### src/rtl/core/tfd_pkg.sv
// Shared types and constants for the tunnel frame deframer.
package tfd_pkg;

   // Largest payload accepted before a frame is flagged as oversize.
   localparam int unsigned MAX_PAYLOAD = 1472;

   localparam logic [7:0] HEARTBEAT = 8'd0;

   // Header bytes after the type byte: 4 address, 2 port, 2 length.
   localparam int unsigned HDR_BYTES = 8;
   localparam int unsigned HDR_CNT_W = $clog2(HDR_BYTES);

   // Register map, word index into the configuration space.
   localparam int unsigned CSR_ADDR_W = 4;
   localparam logic [1:0]  CSR_USE_FRAME_DST = 2'd0;
   localparam logic [1:0]  CSR_FIXED_DST_IP  = 2'd1;
   localparam logic [1:0]  CSR_FIXED_DST_PORT = 2'd2;

   typedef enum logic [1:0] {
      PH_IDLE    = 2'd0,
      PH_HEADER  = 2'd1,
      PH_PAYLOAD = 2'd2,
      PH_SKIP    = 2'd3
   } phase_type;

   typedef enum logic [1:0] {
      K_DATA      = 2'd0,
      K_HEARTBEAT = 2'd1,
      K_EMPTY     = 2'd2,
      K_OVERSIZE  = 2'd3
   } kind_type;

endpackage

### src/rtl/core/tunnel_frame_deframer_top.sv
// Tunnel frame deframer: byte stream in, datagram bytes and frame events out.
//
// Usage
//  - req_* channel: one stream byte per transfer (req_valid high, req_stall low).
//  - rsp_* channel: at most one result per input byte - a payload byte with its
//    destination, a heartbeat, an empty-datagram mark or an oversize error.
//    rsp_last marks the final result of a frame.
//  - APB-style port (psel/penable/...): destination mode at 0x0, fixed
//    address at 0x4, fixed port at 0x8. Write only while the block is idle.
//  - A result is registered; it appears in the cycle after its byte is taken.
//  - Throughput: one byte per cycle while the receiver does not stall, set by
//    the single result register; the parser state updates in the same cycle as the transfer.
//  - When the receiver stalls a valid result, the result register holds it and
//    req_stall rises in the same cycle; no byte is taken until it drains.
//  - Reset (synchronous, active high) returns the parser to waiting for a
//    type byte, clears the frame fields, the configuration registers and rsp_valid.
//  - Oversize frames report one error result and their payload is swallowed.
module tunnel_frame_deframer_top (
   input  logic                              clock,
   input  logic                              reset,
   // input stream
   input  logic                              req_valid,
   output logic                              req_stall,
   input  logic [7:0]                        req_rx_byte,
   // results
   output logic                              rsp_valid,
   input  logic                              rsp_stall,
   output logic [1:0]                        rsp_kind,
   output logic [7:0]                        rsp_payload_byte,
   output logic [31:0]                       rsp_dst_ip,
   output logic [15:0]                       rsp_dst_port,
   output logic [15:0]                       rsp_datagram_length,
   output logic                              rsp_last,
   // configuration
   input  logic                              psel,
   input  logic                              penable,
   input  logic                              pwrite,
   input  logic [tfd_pkg::CSR_ADDR_W-1:0]    paddr,
   input  logic [31:0]                       pwdata,
   output logic [31:0]                       prdata,
   output logic                              pready
);
   import tfd_pkg::*;

   // ---------------------------------------------------------------------
   // Configuration registers
   // ---------------------------------------------------------------------
   logic        use_frame_dst_ff;
   logic [31:0] fixed_ip_ff;
   logic [15:0] fixed_port_ff;
   logic        csr_wr;
   logic [1:0]  csr_idx;

   assign pready  = 1'b1;
   assign csr_idx = paddr[3:2];
   assign csr_wr  = psel && penable && pwrite;

   always_ff @(posedge clock) begin
      if (reset) begin
         use_frame_dst_ff <= 1'b0;
         fixed_ip_ff      <= '0;
         fixed_port_ff    <= '0;
      end else if (csr_wr) begin
         unique case (csr_idx)
            CSR_USE_FRAME_DST:  use_frame_dst_ff <= pwdata[0];
            CSR_FIXED_DST_IP:   fixed_ip_ff      <= pwdata;
            CSR_FIXED_DST_PORT: fixed_port_ff    <= pwdata[15:0];
            default: ;          // unmapped word, write dropped
         endcase
      end
   end

   always_comb begin
      unique case (csr_idx)
         CSR_USE_FRAME_DST:  prdata = {31'd0, use_frame_dst_ff};
         CSR_FIXED_DST_IP:   prdata = fixed_ip_ff;
         CSR_FIXED_DST_PORT: prdata = {16'd0, fixed_port_ff};
         default:            prdata = '0;
      endcase
   end

   // ---------------------------------------------------------------------
   // Parser state
   // ---------------------------------------------------------------------
   phase_type              phase_ff,     phase_in;
   logic [HDR_CNT_W-1:0]   hdr_cnt_ff,   hdr_cnt_in;
   logic [31:0]            frame_ip_ff,  frame_ip_in;
   logic [15:0]            frame_port_ff, frame_port_in;
   logic [15:0]            frame_len_ff, frame_len_in;
   logic [15:0]            bytes_left_ff, bytes_left_in;

   // Result register
   logic        rsp_valid_ff, rsp_valid_in;
   kind_type    kind_ff,      kind_in;
   logic [7:0]  byte_ff,      byte_in;
   logic [31:0] ip_ff,        ip_in;
   logic [15:0] port_ff,      port_in;
   logic [15:0] len_ff,       len_in;
   logic        last_ff,      last_in;

   logic        advance;   // result register free to take a new value
   logic        take;      // input transfer this cycle
   logic        emit;
   logic        with_dst;
   logic [15:0] left_dec;

   assign advance   = !rsp_valid_ff || !rsp_stall;
   assign req_stall = !advance;
   assign take      = req_valid && advance;
   assign left_dec  = bytes_left_ff - 16'd1;

   always_comb begin
      phase_in      = phase_ff;
      hdr_cnt_in    = hdr_cnt_ff;
      frame_ip_in   = frame_ip_ff;
      frame_port_in = frame_port_ff;
      frame_len_in  = frame_len_ff;
      bytes_left_in = bytes_left_ff;
      emit          = 1'b0;
      with_dst      = 1'b0;
      kind_in       = K_DATA;
      byte_in       = 8'd0;
      last_in       = 1'b0;

      unique case (phase_ff)
         PH_IDLE: begin
            if (req_rx_byte == HEARTBEAT) begin
               emit    = 1'b1;
               kind_in = K_HEARTBEAT;
               last_in = 1'b1;
            end else begin
               phase_in   = PH_HEADER;
               hdr_cnt_in = '0;
            end
         end
         PH_HEADER: begin
            // address big-endian, port and length little-endian
            case (hdr_cnt_ff)
               3'd4:    frame_port_in = {frame_port_ff[15:8], req_rx_byte};
               3'd5:    frame_port_in = {req_rx_byte, frame_port_ff[7:0]};
               3'd6:    frame_len_in  = {frame_len_ff[15:8], req_rx_byte};
               3'd7:    frame_len_in  = {req_rx_byte, frame_len_ff[7:0]};
               default: frame_ip_in   = {frame_ip_ff[23:0], req_rx_byte};
            endcase
            hdr_cnt_in = hdr_cnt_ff + 1'b1;
            if (hdr_cnt_ff == HDR_CNT_W'(HDR_BYTES - 1)) begin
               hdr_cnt_in    = '0;
               bytes_left_in = frame_len_in;
               if (frame_len_in == 16'd0) begin
                  phase_in = PH_IDLE;
                  emit     = 1'b1;
                  with_dst = 1'b1;
                  kind_in  = K_EMPTY;
                  last_in  = 1'b1;
               end else if (frame_len_in > 16'(MAX_PAYLOAD)) begin
                  phase_in = PH_SKIP;
                  emit     = 1'b1;
                  with_dst = 1'b1;
                  kind_in  = K_OVERSIZE;
                  last_in  = 1'b1;
               end else begin
                  phase_in = PH_PAYLOAD;
               end
            end
         end
         PH_PAYLOAD: begin
            bytes_left_in = left_dec;
            if (left_dec == 16'd0) phase_in = PH_IDLE;
            emit     = 1'b1;
            with_dst = 1'b1;
            kind_in  = K_DATA;
            byte_in  = req_rx_byte;
            last_in  = (left_dec == 16'd0);
         end
         PH_SKIP: begin
            bytes_left_in = left_dec;
            if (left_dec == 16'd0) phase_in = PH_IDLE;
         end
         default: phase_in = PH_IDLE;
      endcase

      // destination follows the mode register at the time of the result
      ip_in   = 32'd0;
      port_in = 16'd0;
      len_in  = 16'd0;
      if (with_dst) begin
         ip_in   = use_frame_dst_ff ? frame_ip_ff   : fixed_ip_ff;
         port_in = use_frame_dst_ff ? frame_port_ff : fixed_port_ff;
         len_in  = frame_len_in;
      end

      rsp_valid_in = advance ? (take && emit) : rsp_valid_ff;
   end

   always_ff @(posedge clock) begin
      if (reset) begin
         phase_ff      <= PH_IDLE;
         hdr_cnt_ff    <= '0;
         frame_ip_ff   <= '0;
         frame_port_ff <= '0;
         frame_len_ff  <= '0;
         bytes_left_ff <= '0;
         rsp_valid_ff  <= 1'b0;
      end else begin
         rsp_valid_ff <= rsp_valid_in;
         if (take) begin
            phase_ff      <= phase_in;
            hdr_cnt_ff    <= hdr_cnt_in;
            frame_ip_ff   <= frame_ip_in;
            frame_port_ff <= frame_port_in;
            frame_len_ff  <= frame_len_in;
            bytes_left_ff <= bytes_left_in;
         end
      end
   end

   // payload of the result register: loaded only on a transfer with a result
   always_ff @(posedge clock) begin
      if (take && emit) begin
         kind_ff <= kind_in;
         byte_ff <= byte_in;
         ip_ff   <= ip_in;
         port_ff <= port_in;
         len_ff  <= len_in;
         last_ff <= last_in;
      end
   end

   assign rsp_valid           = rsp_valid_ff;
   assign rsp_kind            = kind_ff;
   assign rsp_payload_byte    = byte_ff;
   assign rsp_dst_ip          = ip_ff;
   assign rsp_dst_port        = port_ff;
   assign rsp_datagram_length = len_ff;
   assign rsp_last            = last_ff;

endmodule

### config.mk
export PLATFORM = sky130hd
export DESIGN_NAME = tunnel_frame_deframer_top
export DESIGN_NICKNAME = d
export VERILOG_FILES = /design/src/rtl/core/tfd_pkg.sv /design/src/rtl/core/tunnel_frame_deframer_top.sv
export SDC_FILE = /design/constraint.sdc
export NUM_CORES = 1
export LEC_CHECK = 0
export BUFFER_PORTS_ARGS = -buffer_cell sky130_fd_sc_hd__buf_4
export CAP_MARGIN = 10
export CORE_MARGIN = 2
export CORE_UTILIZATION = 42
export DETAILED_ROUTE_END_ITERATION = 12
export GPL_TIMING_DRIVEN = 0
export SYNTH_ARGS = -nofsm -noshare
export SYNTH_HDL_FRONTEND = slang
export SYNTH_SLANG_ARGS = --single-unit
export TNS_END_PERCENT = 10
### constraint.sdc
create_clock -name clock -period 26.3 [get_ports clock]
set_clock_uncertainty 0.1 [all_clocks]
set_input_delay 5.26 -clock clock [delete_from_list [all_inputs] [get_ports clock]]
set_output_delay 5.26 -clock clock [all_outputs]
set_load 0.005 [all_outputs]
Word-level counts from Yosys, hierarchy flattened --
Index checks and enable logic that the tools add are counted.
Storage, ports and cells: bits in registers 210, bits in latches 0, memory bits (writable) 0, memory bits (read-only) 0, input bits 51, output and inout bits 110, logic and storage cells 91, memories 0
Operators by class: add/subtract/negate cells 2, multipliers 0, divide/modulo/power cells 0, $lt $le $gt $ge 1, equality and inequality tests 12, shift operators 0, muxes and demuxes 30, bitwise operators 3, reductions and logical operators 26
Operators by type and width (count):
- one-hot mux 16 bit (2 select lines) | 3
- one-hot mux 32 bit (3 select lines) | 1
- two-way mux 16 bit | 4
- logical NOT 16 bit | 2
- two-way mux 32 bit | 1
- greater-than comparator 16 x 11 -> 1 bit, second input constant | 1
- subtractor 16 x 1 -> 16 bit, second input constant | 1
- two-way mux 2 bit | 7
- == test 3 bit, second input constant | 4
- AND reduction 4 bit | 3
- AND reduction 3 bit | 3
- logical NOT 8 bit | 1
- == test 2 bit, second input constant | 3
- two-way mux 1 bit | 6
- two-way mux 3 bit | 2
- one-hot mux 1 bit (3 select lines) | 2
- one-hot mux 2 bit (3 select lines) | 1
- one-hot mux 3 bit (2 select lines) | 1
- AND reduction 2 bit | 3
- == test 2 x 1 -> 1 bit, second input constant | 2
- logical AND 1 bit | 4
- logical NOT 2 bit | 2
- != test 2 bit, second input constant | 2
- one-hot mux 2 bit (2 select lines) | 1
- other kinds (9) | 14

Logic depth before layout (Yosys ltp) --
Gate-level depths: netlist of run 1.
depth in word-level cells 9, depth in mapped cells 11, gate-level depth less buffers 9

Worst setup path after synthesis of run 1 --
OpenSTA, ideal clock, no wires.
path type input-to-reg, from input req_rx_byte[0], to register len_ff[0] (netlist: rsp_datagram_length[0]), enable pin, setup time 0.601 ns, arrival 11.699 ns, required time 25.599 ns, path slack 13.901 ns, stages 7, buffers on the path 0, cell sequence nor4_1 -> nand2b_1 -> nand4_1 -> or3_1 -> a21oi_1 -> nor3_1 -> nor3_1
Between the ends: cells in the longest elaborated chain, start to end 8, elaborated cells on any way between the ends 11, classes of those cells order compare: 1; mux: 7; reduce/logical: 3
RTL lines:
- start: declaration | line tunnel_frame_deframer_top.sv:24 | input logic [7:0] req_rx_byte,
- one-hot mux 16 bit (2 select lines) | line tunnel_frame_deframer_top.sv:138 | case (hdr_cnt_ff)
- two-way mux 16 bit | line tunnel_frame_deframer_top.sv:125 | unique case (phase_ff)
- greater-than comparator 16 x 11 -> 1 bit | line tunnel_frame_deframer_top.sv:155 | end else if (frame_len_in > 16'(MAX_PAYLOAD)) begin
- two-way mux 1 bit | line tunnel_frame_deframer_top.sv:155
- two-way mux 1 bit | line tunnel_frame_deframer_top.sv:149 | if (frame_len_in == 16'd0) begin
- two-way mux 1 bit | line tunnel_frame_deframer_top.sv:146 | if (hdr_cnt_ff == HDR_CNT_W'(HDR_BYTES - 1)) begin
- one-hot mux 1 bit (3 select lines) * | line tunnel_frame_deframer_top.sv:125
- logical AND 1 bit * | line tunnel_frame_deframer_top.sv:219 | if (take && emit) begin
- end signal: assignment | line tunnel_frame_deframer_top.sv:224 | len_ff <= len_in;
- end: declaration | line tunnel_frame_deframer_top.sv:98 | logic [15:0] len_ff, len_in;
Mark *: on every way between the ends. The rest lies on a longest branch, timed or not. The select of a mux whose other input is x is not followed. A chain may end at the register's enable or synchronous reset.

Final worst setup path of run 1 --
from input paddr[3] (netlist bit), to output prdata[1]
Between the ends: cells in the longest elaborated chain, start to end 2, elaborated cells on any way between the ends 4, classes of those cells eq/ne: 2; mux: 1; reduce/logical: 1
RTL lines:
- start: declaration | line tunnel_frame_deframer_top.sv:38 | input logic [tfd_pkg::CSR_ADDR_W-1:0] paddr,
- == test 2 bit (tied with other cells) | line tunnel_frame_deframer_top.sv:74 | unique case (csr_idx)
- one-hot mux 32 bit (3 select lines) * | line tunnel_frame_deframer_top.sv:74
- end: declaration | line tunnel_frame_deframer_top.sv:40 | output logic [31:0] prdata,
Mark *: on every way between the ends. The rest lies on a longest branch, timed or not.

==> qor.txt, run 1 <==
status = finished clean
ys async rst share = 0%
Leak = 4.05 nW
Post-CTS Setup Bufs = 0
Area Overhead vs Synth = 25.3%
startpoint types = input pin
fmax = 83.2 MHz
fin crit share = 45.7%
first-pass GRT wire length = 43600 microns
Pwr Total = 0.776 mW
Synth cell types = 52
IO buf count = 153
GRT Util Overall = 23.4%
final setup vio count = 0
Hold Buf Count CTS = 0
NetSw = 0.196 mW
die height = 153 microns
met1 Use GR = 34.2%
layout cells sized above 1 = 16.9%
Nets = 1266
warnings from Yosys = 0
Final ANT Viol Nets = 0
gr busiest metal = met2
register share of total power = 45.5%
Fin Hold WS = 361 ps
Detail Placement HPWL = 20500 microns
Slew Viols, Final = 0
crit end category = output pin
Mapped Avg Cell Area = 9.18 sq um
Final Hold Vio Count = 0
wire per inst = 18.9 microns
worst rel slew slack = 38.2%
final std cells w/o fill = 1500
CTS clock-pin slew for the worst setup and hold paths = 60 ps
die footprint = 23400 sq um
IO Pins = 161
Clock Sinks = 210
CTS tree = yes
total CTS buffers = 23
DRT Wirelength = 28400 microns
Seq/Total Area, Yosys = 53.0%
total number of vias = 8229
Root Buffer = clkbuf_16
Comb pwr share = 11.5%
CP Cell Sequence = buf_4, nor2b_1, clkbuf_1, clkbuf_1, a22o_1, buf_4
vias per cell = 5.49
clock latency at the later pin of the worst-skew pair = 500 ps
number of flops mapped to enable cells by yosys = 75
drt first pass iters = 5
vias in the first global route = 7649
setup TNS = 0 ps
synthesized area = 9340 sq um
actual slew at the worst max-slew pin = 925 ps
CTS resizes = 0
crit path kind = input pin to output pin
Arrival @ worst endpoint = 6660 ps
CP max FO = 10
GRT overflow = 0
Cell Pwr Density = 66.3 nW/um^2
met2 Track Usage GR = 35.9%
htree depth = 1
cell count after placement = 1458
Clock power frac = 43.0%
Die X = 153 microns
Max Cap Viol = 0
#FFs+latches synth = 210
hold crit path type = flip-flop to flip-flop
CP Data Required Time = 20940 ps
antenna cells = 0
Peak supply drop = 0.0411 mV
Longest Clk Path Bufs = 3
reg2reg setup slack = 21480 ps
Mapped Nets = 1081
Post-synth top flop = dfxtp_1
CP peak stage delay = 460 ps
initial antenna violation count = 0
RSZ-0062 raised after global routing = false
placed instance area = 10900 sq um
DR iter-0 viols = 723
Net Sw Frac = 25.2%
internal power = 0.580 mW
Core ar. = 21800 sq um
Placer Congestion = 0.907
largest net degree at the start of global routing = 14
FF-to-FF path depth = 12
Initial Util = 42.8%
Post-Synthesis Cells = 1018
Max stage delay cell, worst path = clkbuf_1
Final Cell Area = 11700 sq um
WHS Path Cells = 2
num rows = 54
remaining design rule violation count = 0
Tmin final = 12020 ps
M3 GR Usage = 3.74%
[area by class of cell]
cell class | count | area (sq um)
clock inverters | 11 | 158
repair buffers | 160 | 1230
inverters | 10 | 37.5
flip-flops and latches | 210 | 4950
fillers | 2077 | 10100
clock buffers | 31 | 616
multi-input cells | 722 | 4060
plain buffers | 76 | 298
well taps | 280 | 350
[placed cells by master (no fill, tap or decap), drive strengths merged, types with 8 or more instances in the layout]
cell    count
a211oi     37
a21oi     104
a22o       16
a22oi      21
and2       24
buf       165
clkbuf    102
dfxtp     135
edfxtp     75
ha         12
inv        11
mux2i      66
nand2     182
nand3      11
nor2      132
nor3       15
o21ai      30
or3         8
[registers in the layout, summed over array words and instances, names as in the netlist, 3 cells and up]
register,cells
hdr_cnt_ff,3
frame_ip_ff,32
rsp_payload_byte,8
rsp_datagram_length,16
frame_len_ff,16
bytes_left_ff,16
fixed_ip_ff,32
frame_port_ff,16
rsp_dst_ip,32
rsp_dst_port,16
fixed_port_ff,16
[power groups by stage]
stage               sequential, mW  combinational (mW)  clock, mW
global route                 0.354              0.0974      0.353
CTS                          0.353              0.0882      0.340
global placement             0.361              0.0864          0
floorplan                    0.358              0.0527          0
detailed placement           0.360              0.0877          0
finish                       0.353              0.0893      0.334
[stage by stage]
stage	setup WS, ps	util (%)
after floorplan	13900	-
after global placement	10590	49.7
after detailed placement	14290	50.1
after CTS	14280	53.6
after global routing	14150	53.6
final	14280	53.6
[cells by family (layout without fill, tap and decap cells)]
group,Yosys count,count (layout),share of synthesized area (%)
buffers and inverters,86,288,3.59
and+or+nand+nor,415,415,19.4
DFF,210,210,53.0
other,1,1,0.0401
AOI/OAI and AO/OA,227,227,15.1
muxes,67,67,7.19
adders and majority gates,12,12,1.61
[synthesized netlist by cell type, drive strengths merged, types with 11 or more instances]
cell    instances  area share, %
a211oi         37            3.0
a21oi         104            5.6
a22o           16            1.5
a22oi          21            1.7
and2           24            1.6
clkbuf         71            2.9
dfxtp         135             29
edfxtp         75             24
ha             12            1.6
mux2i          66            7.1
nand2         182            7.3
nand3          11           0.59
nor2          132            5.3
nor3           15           0.80
o21ai          30            1.6
[critical path, delay by kind of cell]
family                 cells  cell delay, ps
AND/OR/NAND/NOR            1             130
AO/OA/AOI/OAI              1             270
buffers and inverters      4             990
[final timing paths]
check,startpoint,endpoint
max,paddr[3],prdata[1]
min,frame_ip_ff[31]$_SDFFE_PP0P_,frame_ip_ff[31]$_SDFFE_PP0P_
max reg2reg,hdr_cnt_ff[1]$_SDFFE_PP0P_,rsp_datagram_length[14]$_SDFFCE_PN0P_
min reg2reg,frame_ip_ff[31]$_SDFFE_PP0P_,frame_ip_ff[31]$_SDFFE_PP0P_
[routing by layer]
| metal | part of all wire, % | wire length [microns] | up-vias |
|---|---|---|---|
| li1 | - | - | 3961 |
| met4 | 2.4 | 684 | 0 |
| met2 | 45 | 12600 | 306 |
| met5 | 0 | 0 | - |
| met3 | 7.2 | 2050 | 48 |
| met1 | 46 | 13000 | 3914 |
Power figures use the tool's default switching activity.
==> inputs of run 2 (changes only) <==
--- a/config.mk
+++ b/config.mk
@@ -11,6 +11,7 @@
 export CORE_UTILIZATION = 42
 export DETAILED_ROUTE_END_ITERATION = 12
 export GPL_TIMING_DRIVEN = 0
+export PLACE_DENSITY = 0.65
 export SYNTH_ARGS = -nofsm -noshare
 export SYNTH_HDL_FRONTEND = slang
 export SYNTH_SLANG_ARGS = --single-unit
==> constraint.sdc (replaced) <==
create_clock -name clock -period 10.65 [get_ports clock]
set_clock_uncertainty 0.1 [all_clocks]
set_input_delay 2.13 -clock clock [delete_from_list [all_inputs] [get_ports clock]]
set_output_delay 2.13 -clock clock [all_outputs]
set_load 0.005 [all_outputs]
==> run 2 against run 1 <==
  * Die area unchanged
  * Register-to-register slack got worse by 15000 ps
  * Hold slack about the same
  * Worst setup slack got worse by 9500 ps
  * Power increased by 140%
  * Critical path depth unchanged
  * Design area decreased by 0.27%
  * Combinational power increased by 150%
  * Sequential power increased by 150%
  * Via count increased by 0.92%
  * Sequential cell count unchanged
  * Highest routed layer unchanged
==> qor.txt, run 2 (same netlist as run 1, synthesis figures left out) <==
Final Hold Vio Count = 0 (unchanged)
Fin Hold WS = 362 ps (+0.177 ps)
CTS resizes = 0 (unchanged)
Cell Pwr Density = 160 nW/um^2 (+140%)
actual slew at the worst max-slew pin = 932 ps (+6.84 ps)
wire per inst = 18.9 microns (+0.14%)
drt first pass iters = 7 (+2)
Peak supply drop = 0.102 mV (+150%)
Metal-1 WL = 13100 microns (+0.88%)
most frequent cells in the layout = nand2_1, buf_4, dfxtp_1, nor2_1, a21oi_1
htree depth = 1 (unchanged)
smallest setup slack after layout = 4730 ps (-9540 ps)
CP peak stage delay = 540 ps (+80 ps)
Max Cap Viol = 0 (unchanged)
crit path kind = input pin to output pin
startpoint types = input pin
vias per cell = 5.53 (+0.86%)
final std cells w/o fill = 1501 (+0.067%)
worst rel slew slack = 37.7% (-0.46 points)
WHS Path Cells = 2 (unchanged)
CP Cell Sequence = buf_4, nor2b_1, clkbuf_1, nand2_1, o21ai_0, buf_4
Longest Clk Path Bufs = 3 (unchanged)
antenna cells = 0 (unchanged)
RR Endpoint = rsp_datagram_length[4]$_SDFFCE_PN0P_
Post-CTS Setup Bufs = 0 (unchanged)
Slew Viols, Final = 0 (unchanged)
vias in the first global route = 7734 (+1.1%)
Detail Placement HPWL = 20500 microns (-0.12%)
layout cells sized above 1 = 17.3% (+0.40 points)
final setup vio count = 0 (unchanged)
DR iter-0 viols = 691 (-4.4%)
met3 WL = 1920 microns (-6.0%)
CTS clock-pin slew for the worst setup and hold paths = 60 ps (about the same)
fin crit share = 55.5%
Arrival @ worst endpoint = 3690 ps (-2970 ps)
RSZ-0062 raised after global routing = false
DRT Wirelength = 28400 microns (+0.21%)
Area Overhead vs Synth = 24.9%
Top Layer Used = met4
Clock Sinks = 210 (unchanged)
Final ANT Viol Nets = 0 (unchanged)
Core ar. = 21800 sq um (unchanged)
reg2reg setup slack = 6020 ps (-15460 ps)
clock latency at the later pin of the worst-skew pair = 530 ps (+30 ps)
Max stage delay cell, worst path = clkbuf_1
Hold Buf Count CTS = 0 (unchanged)
Nets = 1267 (+0.079%)
remaining design rule violation count = 0 (unchanged)
die height = 153 microns (unchanged)
fmax = 169 MHz
Leak = 4.06 nW (about the same)
Initial Util = 42.8% (unchanged)
crit end category = output pin
cell with the most instances on the worst path = buf_4
Root Buffer = clkbuf_16
Register Area = 4950 sq um (unchanged)
hold_sp = frame_ip_ff[29]$_SDFFE_PP0P_
cell count after placement = 1458 (unchanged)
GRT overflow = 0 (unchanged)
CP Data Required Time = 8420 ps (-12520 ps)
DP Worst Slack = 4760 ps (-9530 ps)
GRT Util Overall = 23.3% (-0.076 points)
worst hold path endpoint = frame_ip_ff[29]$_SDFFE_PP0P_
initial antenna violation count = 1 (+1)
Placer Congestion = 0.895 (-1.4%)
Tmin final = 5920 ps
Die X = 153 microns (unchanged)
IO buf count = 153 (unchanged)
total CTS buffers = 23 (unchanged)
die footprint = 23400 sq um (unchanged)
IO Pins = 161 (unchanged)
met2 routed WL = 12800 microns (+1.1%)
Filler cells = 2029 (-2.3%)
multi-input logic area = 4060 sq um (unchanged)
CP max FO = 10 (unchanged)
largest net degree at the start of global routing = 14 (unchanged)
num rows = 54 (unchanged)
CTS tree = yes
total number of vias = 8305 (+0.92%)
first-pass GRT wire length = 43600 microns (about the same)
r2r startpoint = hdr_cnt_ff[1]$_SDFFE_PP0P_
hold crit path type = flip-flop to flip-flop
FF-to-FF path depth = 13 (+1)
most common cell after layout, fill and taps aside = nand2_1
status = finished clean
run 2: changes by cell type in the layout (fill, tap and decap cells not counted), moves of 2 or more:
cell       delta
bufinv_16     -3
clkbuf_1      -3
clkbuf_8      +2
clkinv_2      +5
run 2: critical path: cells and delay by family:
family | cells | cell delay (ps)
AOI/OAI and AO/OA | 1 | 180
buffers and inverters | 3 | 870
and+or+nand+nor | 2 | 510
run 2: how the worst max path moves through the flow:
stage / startpoint / endpoint / slack, ps / cells after the start
floorplan: req_rx_byte[0] / rsp_datagram_length[0]$_SDFFCE_PN0P_ / 1380 / 7
global placement: req_rx_byte[6] / rsp_datagram_length[0]$_SDFFCE_PN0P_ / -2060 / 7
detailed placement: req_rx_byte[0] / rsp_datagram_length[12]$_SDFFCE_PN0P_ / 4760 / 9
CTS: paddr[3] / prdata[0] / 4800 / 6
global route: paddr[2] / prdata[0] / 4670 / 6
finish: paddr[3] / prdata[0] / 4730 / 6
run 2: metal layers:
metal | GRT usage, % | vias to the layer above
li1 | - | 3955
met1 | 33.9 | 3985
met2 | 36.0 | 318
met3 | 3.86 | 47
met4 | 6.70 | 0
met5 | 0 | -
run 2: per-stage QoR:
step           util (%)  setup TNS [ps]  instance area [sq um]  total power, mW
2_1_floorplan         -               0                   9340             1.02
3_3_place_gp       49.7         -154060                  10800             1.10
3_5_place_dp       50.1               0                  10900             1.10
4_1_cts            53.4               0                  11700             1.87
5_1_grt            53.5               0                  11700             1.93
6_report           53.5               0                  11700             1.87
run 2: final cells by class:
class	count	area share [%]
Sequential cell	210	42.5
Multi-Input combinational cell	722	34.8
Timing Repair Buffer	161	10.6
Clock buffer	30	5.41
Tap cell	280	3.00
Buffer	76	2.55
Clock inverter	12	0.847
Inverter	10	0.322
run 2: power breakdown:
group / switching, mW / internal, mW
Combinational: 0.142 / 0.0783
Clock: 0.329 / 0.445
Sequential: 0.0192 / 0.852
==> inputs of run 3 (changes only) <==
--- a/config.mk
+++ b/config.mk
@@ -11,7 +11,6 @@
 export CORE_UTILIZATION = 42
 export DETAILED_ROUTE_END_ITERATION = 12
 export GPL_TIMING_DRIVEN = 0
-export PLACE_DENSITY = 0.65
 export SYNTH_ARGS = -nofsm -noshare
 export SYNTH_HDL_FRONTEND = slang
 export SYNTH_SLANG_ARGS = --single-unit
==> constraint.sdc (replaced) <==
create_clock -name clock -period 5.83 [get_ports clock]
set_clock_uncertainty 0.1 [all_clocks]
set_input_delay 1.166 -clock clock [delete_from_list [all_inputs] [get_ports clock]]
set_output_delay 1.166 -clock clock [all_outputs]
set_load 0.005 [all_outputs]
==> run 3 against run 2 <==
  * Combinational power is 83% higher
  * Utilization is 0.21 points higher
  * First-iteration DRC count is 16% lower
  * Critical path depth is 4 higher
  * Sequential share of layout area is 0.17 points lower
  * Final cell count is 0.27% lower
  * Largest cell class unchanged
  * Die area stayed put
  * Critical endpoint is now rsp_dst_port[15]$_SDFFCE_PN0P_
  * Power is 85% higher
  * Design area is 0.40% higher
  * Sequential power is 82% higher
  * Largest power group unchanged
  * Count of clock-buffer cells in the layout is 3 higher
==> qor.txt, run 3 (same netlist as run 1, synthesis figures left out) <==
vias in the first global route = 7732 (-0.026%)
setup TNS = 0 ps (unchanged)
hold_sp = frame_ip_ff[30]$_SDFFE_PP0P_
CTS clock-pin slew for the worst setup and hold paths = 60 ps (about the same)
final std cells w/o fill = 1497 (-0.27%)
clock latency at the later pin of the worst-skew pair = 530 ps (about the same)
drt first pass iters = 5 (-2)
initial antenna violation count = 0 (-1)
CTS tree = yes
CP startpoint = hdr_cnt_ff[1]$_SDFFE_PP0P_
Final ANT Viol Nets = 0 (unchanged)
hold crit path type = flip-flop to flip-flop
cell count after placement = 1455 (-0.21%)
r2r startpoint = hdr_cnt_ff[1]$_SDFFE_PP0P_
die height = 153 microns (unchanged)
antenna cells = 0 (unchanged)
Max Cap Viol = 0 (unchanged)
Area Overhead vs Synth = 25.4%
remaining design rule violation count = 0 (unchanged)
CTS resizes = 0 (unchanged)
Clock Sinks = 210 (unchanged)
CP Data Required Time = 5970 ps (-2450 ps)
GRT overflow = 0 (unchanged)
startpoint types = flip-flop
Cell Pwr Density = 295 nW/um^2 (+85%)
DP Worst Slack = 899 ps (-3860 ps)
wire per inst = 18.9 microns (-0.38%)
Pwr Total = 3.46 mW (+85%)
largest net degree at the start of global routing = 23 (+9)
IO Pins = 161 (unchanged)
CP max FO = 10 (unchanged)
num rows = 54 (unchanged)
vias per cell = 5.51 (-0.35%)
Hold Buf Count CTS = 0 (unchanged)
first-pass GRT wire length = 43500 microns (-0.16%)
actual slew at the worst max-slew pin = 1280 ps (+347 ps)
total CTS buffers = 23 (unchanged)
die footprint = 23400 sq um (unchanged)
RSZ-0062 raised after global routing = false
DR iter-0 viols = 578 (-16%)
smallest setup slack after layout = 1010 ps (-3730 ps)
FF-to-FF path depth = 10 (-3)
WHS Path Cells = 2 (unchanged)
fmax = 207 MHz
most common cell after layout, fill and taps aside = nand2_1
GRT Util Overall = 23.3% (-0.027 points)
fin crit share = 82.8%
layout cells sized above 1 = 16.8% (-0.44 points)
Longest Clk Path Bufs = 3 (unchanged)
Final Hold Vio Count = 0 (unchanged)
Initial Util = 42.8% (unchanged)
Core ar. = 21800 sq um (unchanged)
Root Buffer = clkbuf_16
Tmin final = 4820 ps
Leak = 4.05 nW (-0.11%)
crit end category = flip-flop
DRT Wirelength = 28200 microns (-0.65%)
status = finished clean
worst rel slew slack = 14.1% (-24 points)
crit path kind = flip-flop to flip-flop
total number of vias = 8254 (-0.61%)
Detail Placement HPWL = 20400 microns (-0.11%)
Die X = 153 microns (unchanged)
htree depth = 1 (unchanged)
Placer Congestion = 0.890 (-0.50%)
most frequent cells in the layout = nand2_1, buf_4, dfxtp_1, nor2_1, a21oi_1
IO buf count = 153 (unchanged)
Nets = 1263 (-0.32%)
Post-CTS Setup Bufs = 0 (unchanged)
Slew Viols, Final = 0 (unchanged)
Arrival @ worst endpoint = 4960 ps (+1270 ps)
final setup vio count = 0 (unchanged)
Peak supply drop = 0.197 mV (+94%)
-- run 3: changes by cell type in the layout (fill, tap and decap cells not counted), moves of 3 or more --
cell	change
buf_16	+4
buf_6	-7
clkbuf_1	+3
clkinv_2	-3
-- run 3: critical path: stages (launching register included) --
cell and delay, ps:
dfxtp_1 380, ha_1 210, ha_1 240, nand3b_1 380, a22oi_1 600, nand4_1 290, a211oi_1 350, a21oi_1 220
o21ai_1 1020, clkbuf_1 560, nor2_1 170
-- run 3: layer usage --
layer,share of wire (%),vias up,global-route usage (%)
li1,-,3958,-
met5,0,-,0
met3,7.6,44,4.08
met4,1.9,0,5.64
met2,45,320,36.1
met1,46,3932,33.9
-- run 3: cell type report --
cell class	count	area (sq um)
buffer	76	298
timing repair buffer	157	1260
inverter	10	37.5
multi-input combinational	722	4060
clock inverter	9	111
clock buffer	33	643
sequential	210	4950
tap	280	350
fill	2040	10100
-- run 3: worst paths after layout --
path | endpoint | slack (ps)
worst max register to register | rsp_dst_port[15]$_SDFFCE_PN0P_ | 1010
worst max-delay path | rsp_dst_port[15]$_SDFFCE_PN0P_ | 1010
worst min register to register | frame_ip_ff[30]$_SDFFE_PP0P_ | 360
worst min-delay path | frame_ip_ff[30]$_SDFFE_PP0P_ | 360
-- run 3: stage by stage --
stage	instance area [sq um]	utilization (%)	hold WS [ps]
2_1_floorplan	9350	-	336
3_3_place_gp	10900	49.7	344
3_5_place_dp	11000	50.2	355
4_1_cts	11700	53.7	364
5_1_grt	11700	53.7	386
6_report	11700	53.7	361
-- run 3: power breakdown --
part	leakage (nW)	internal, mW	switching (mW)
clock	0.369	0.861	0.603
combinational	2.01	0.145	0.259
sequential	1.67	1.56	0.0348
total	4.05	2.56	0.897
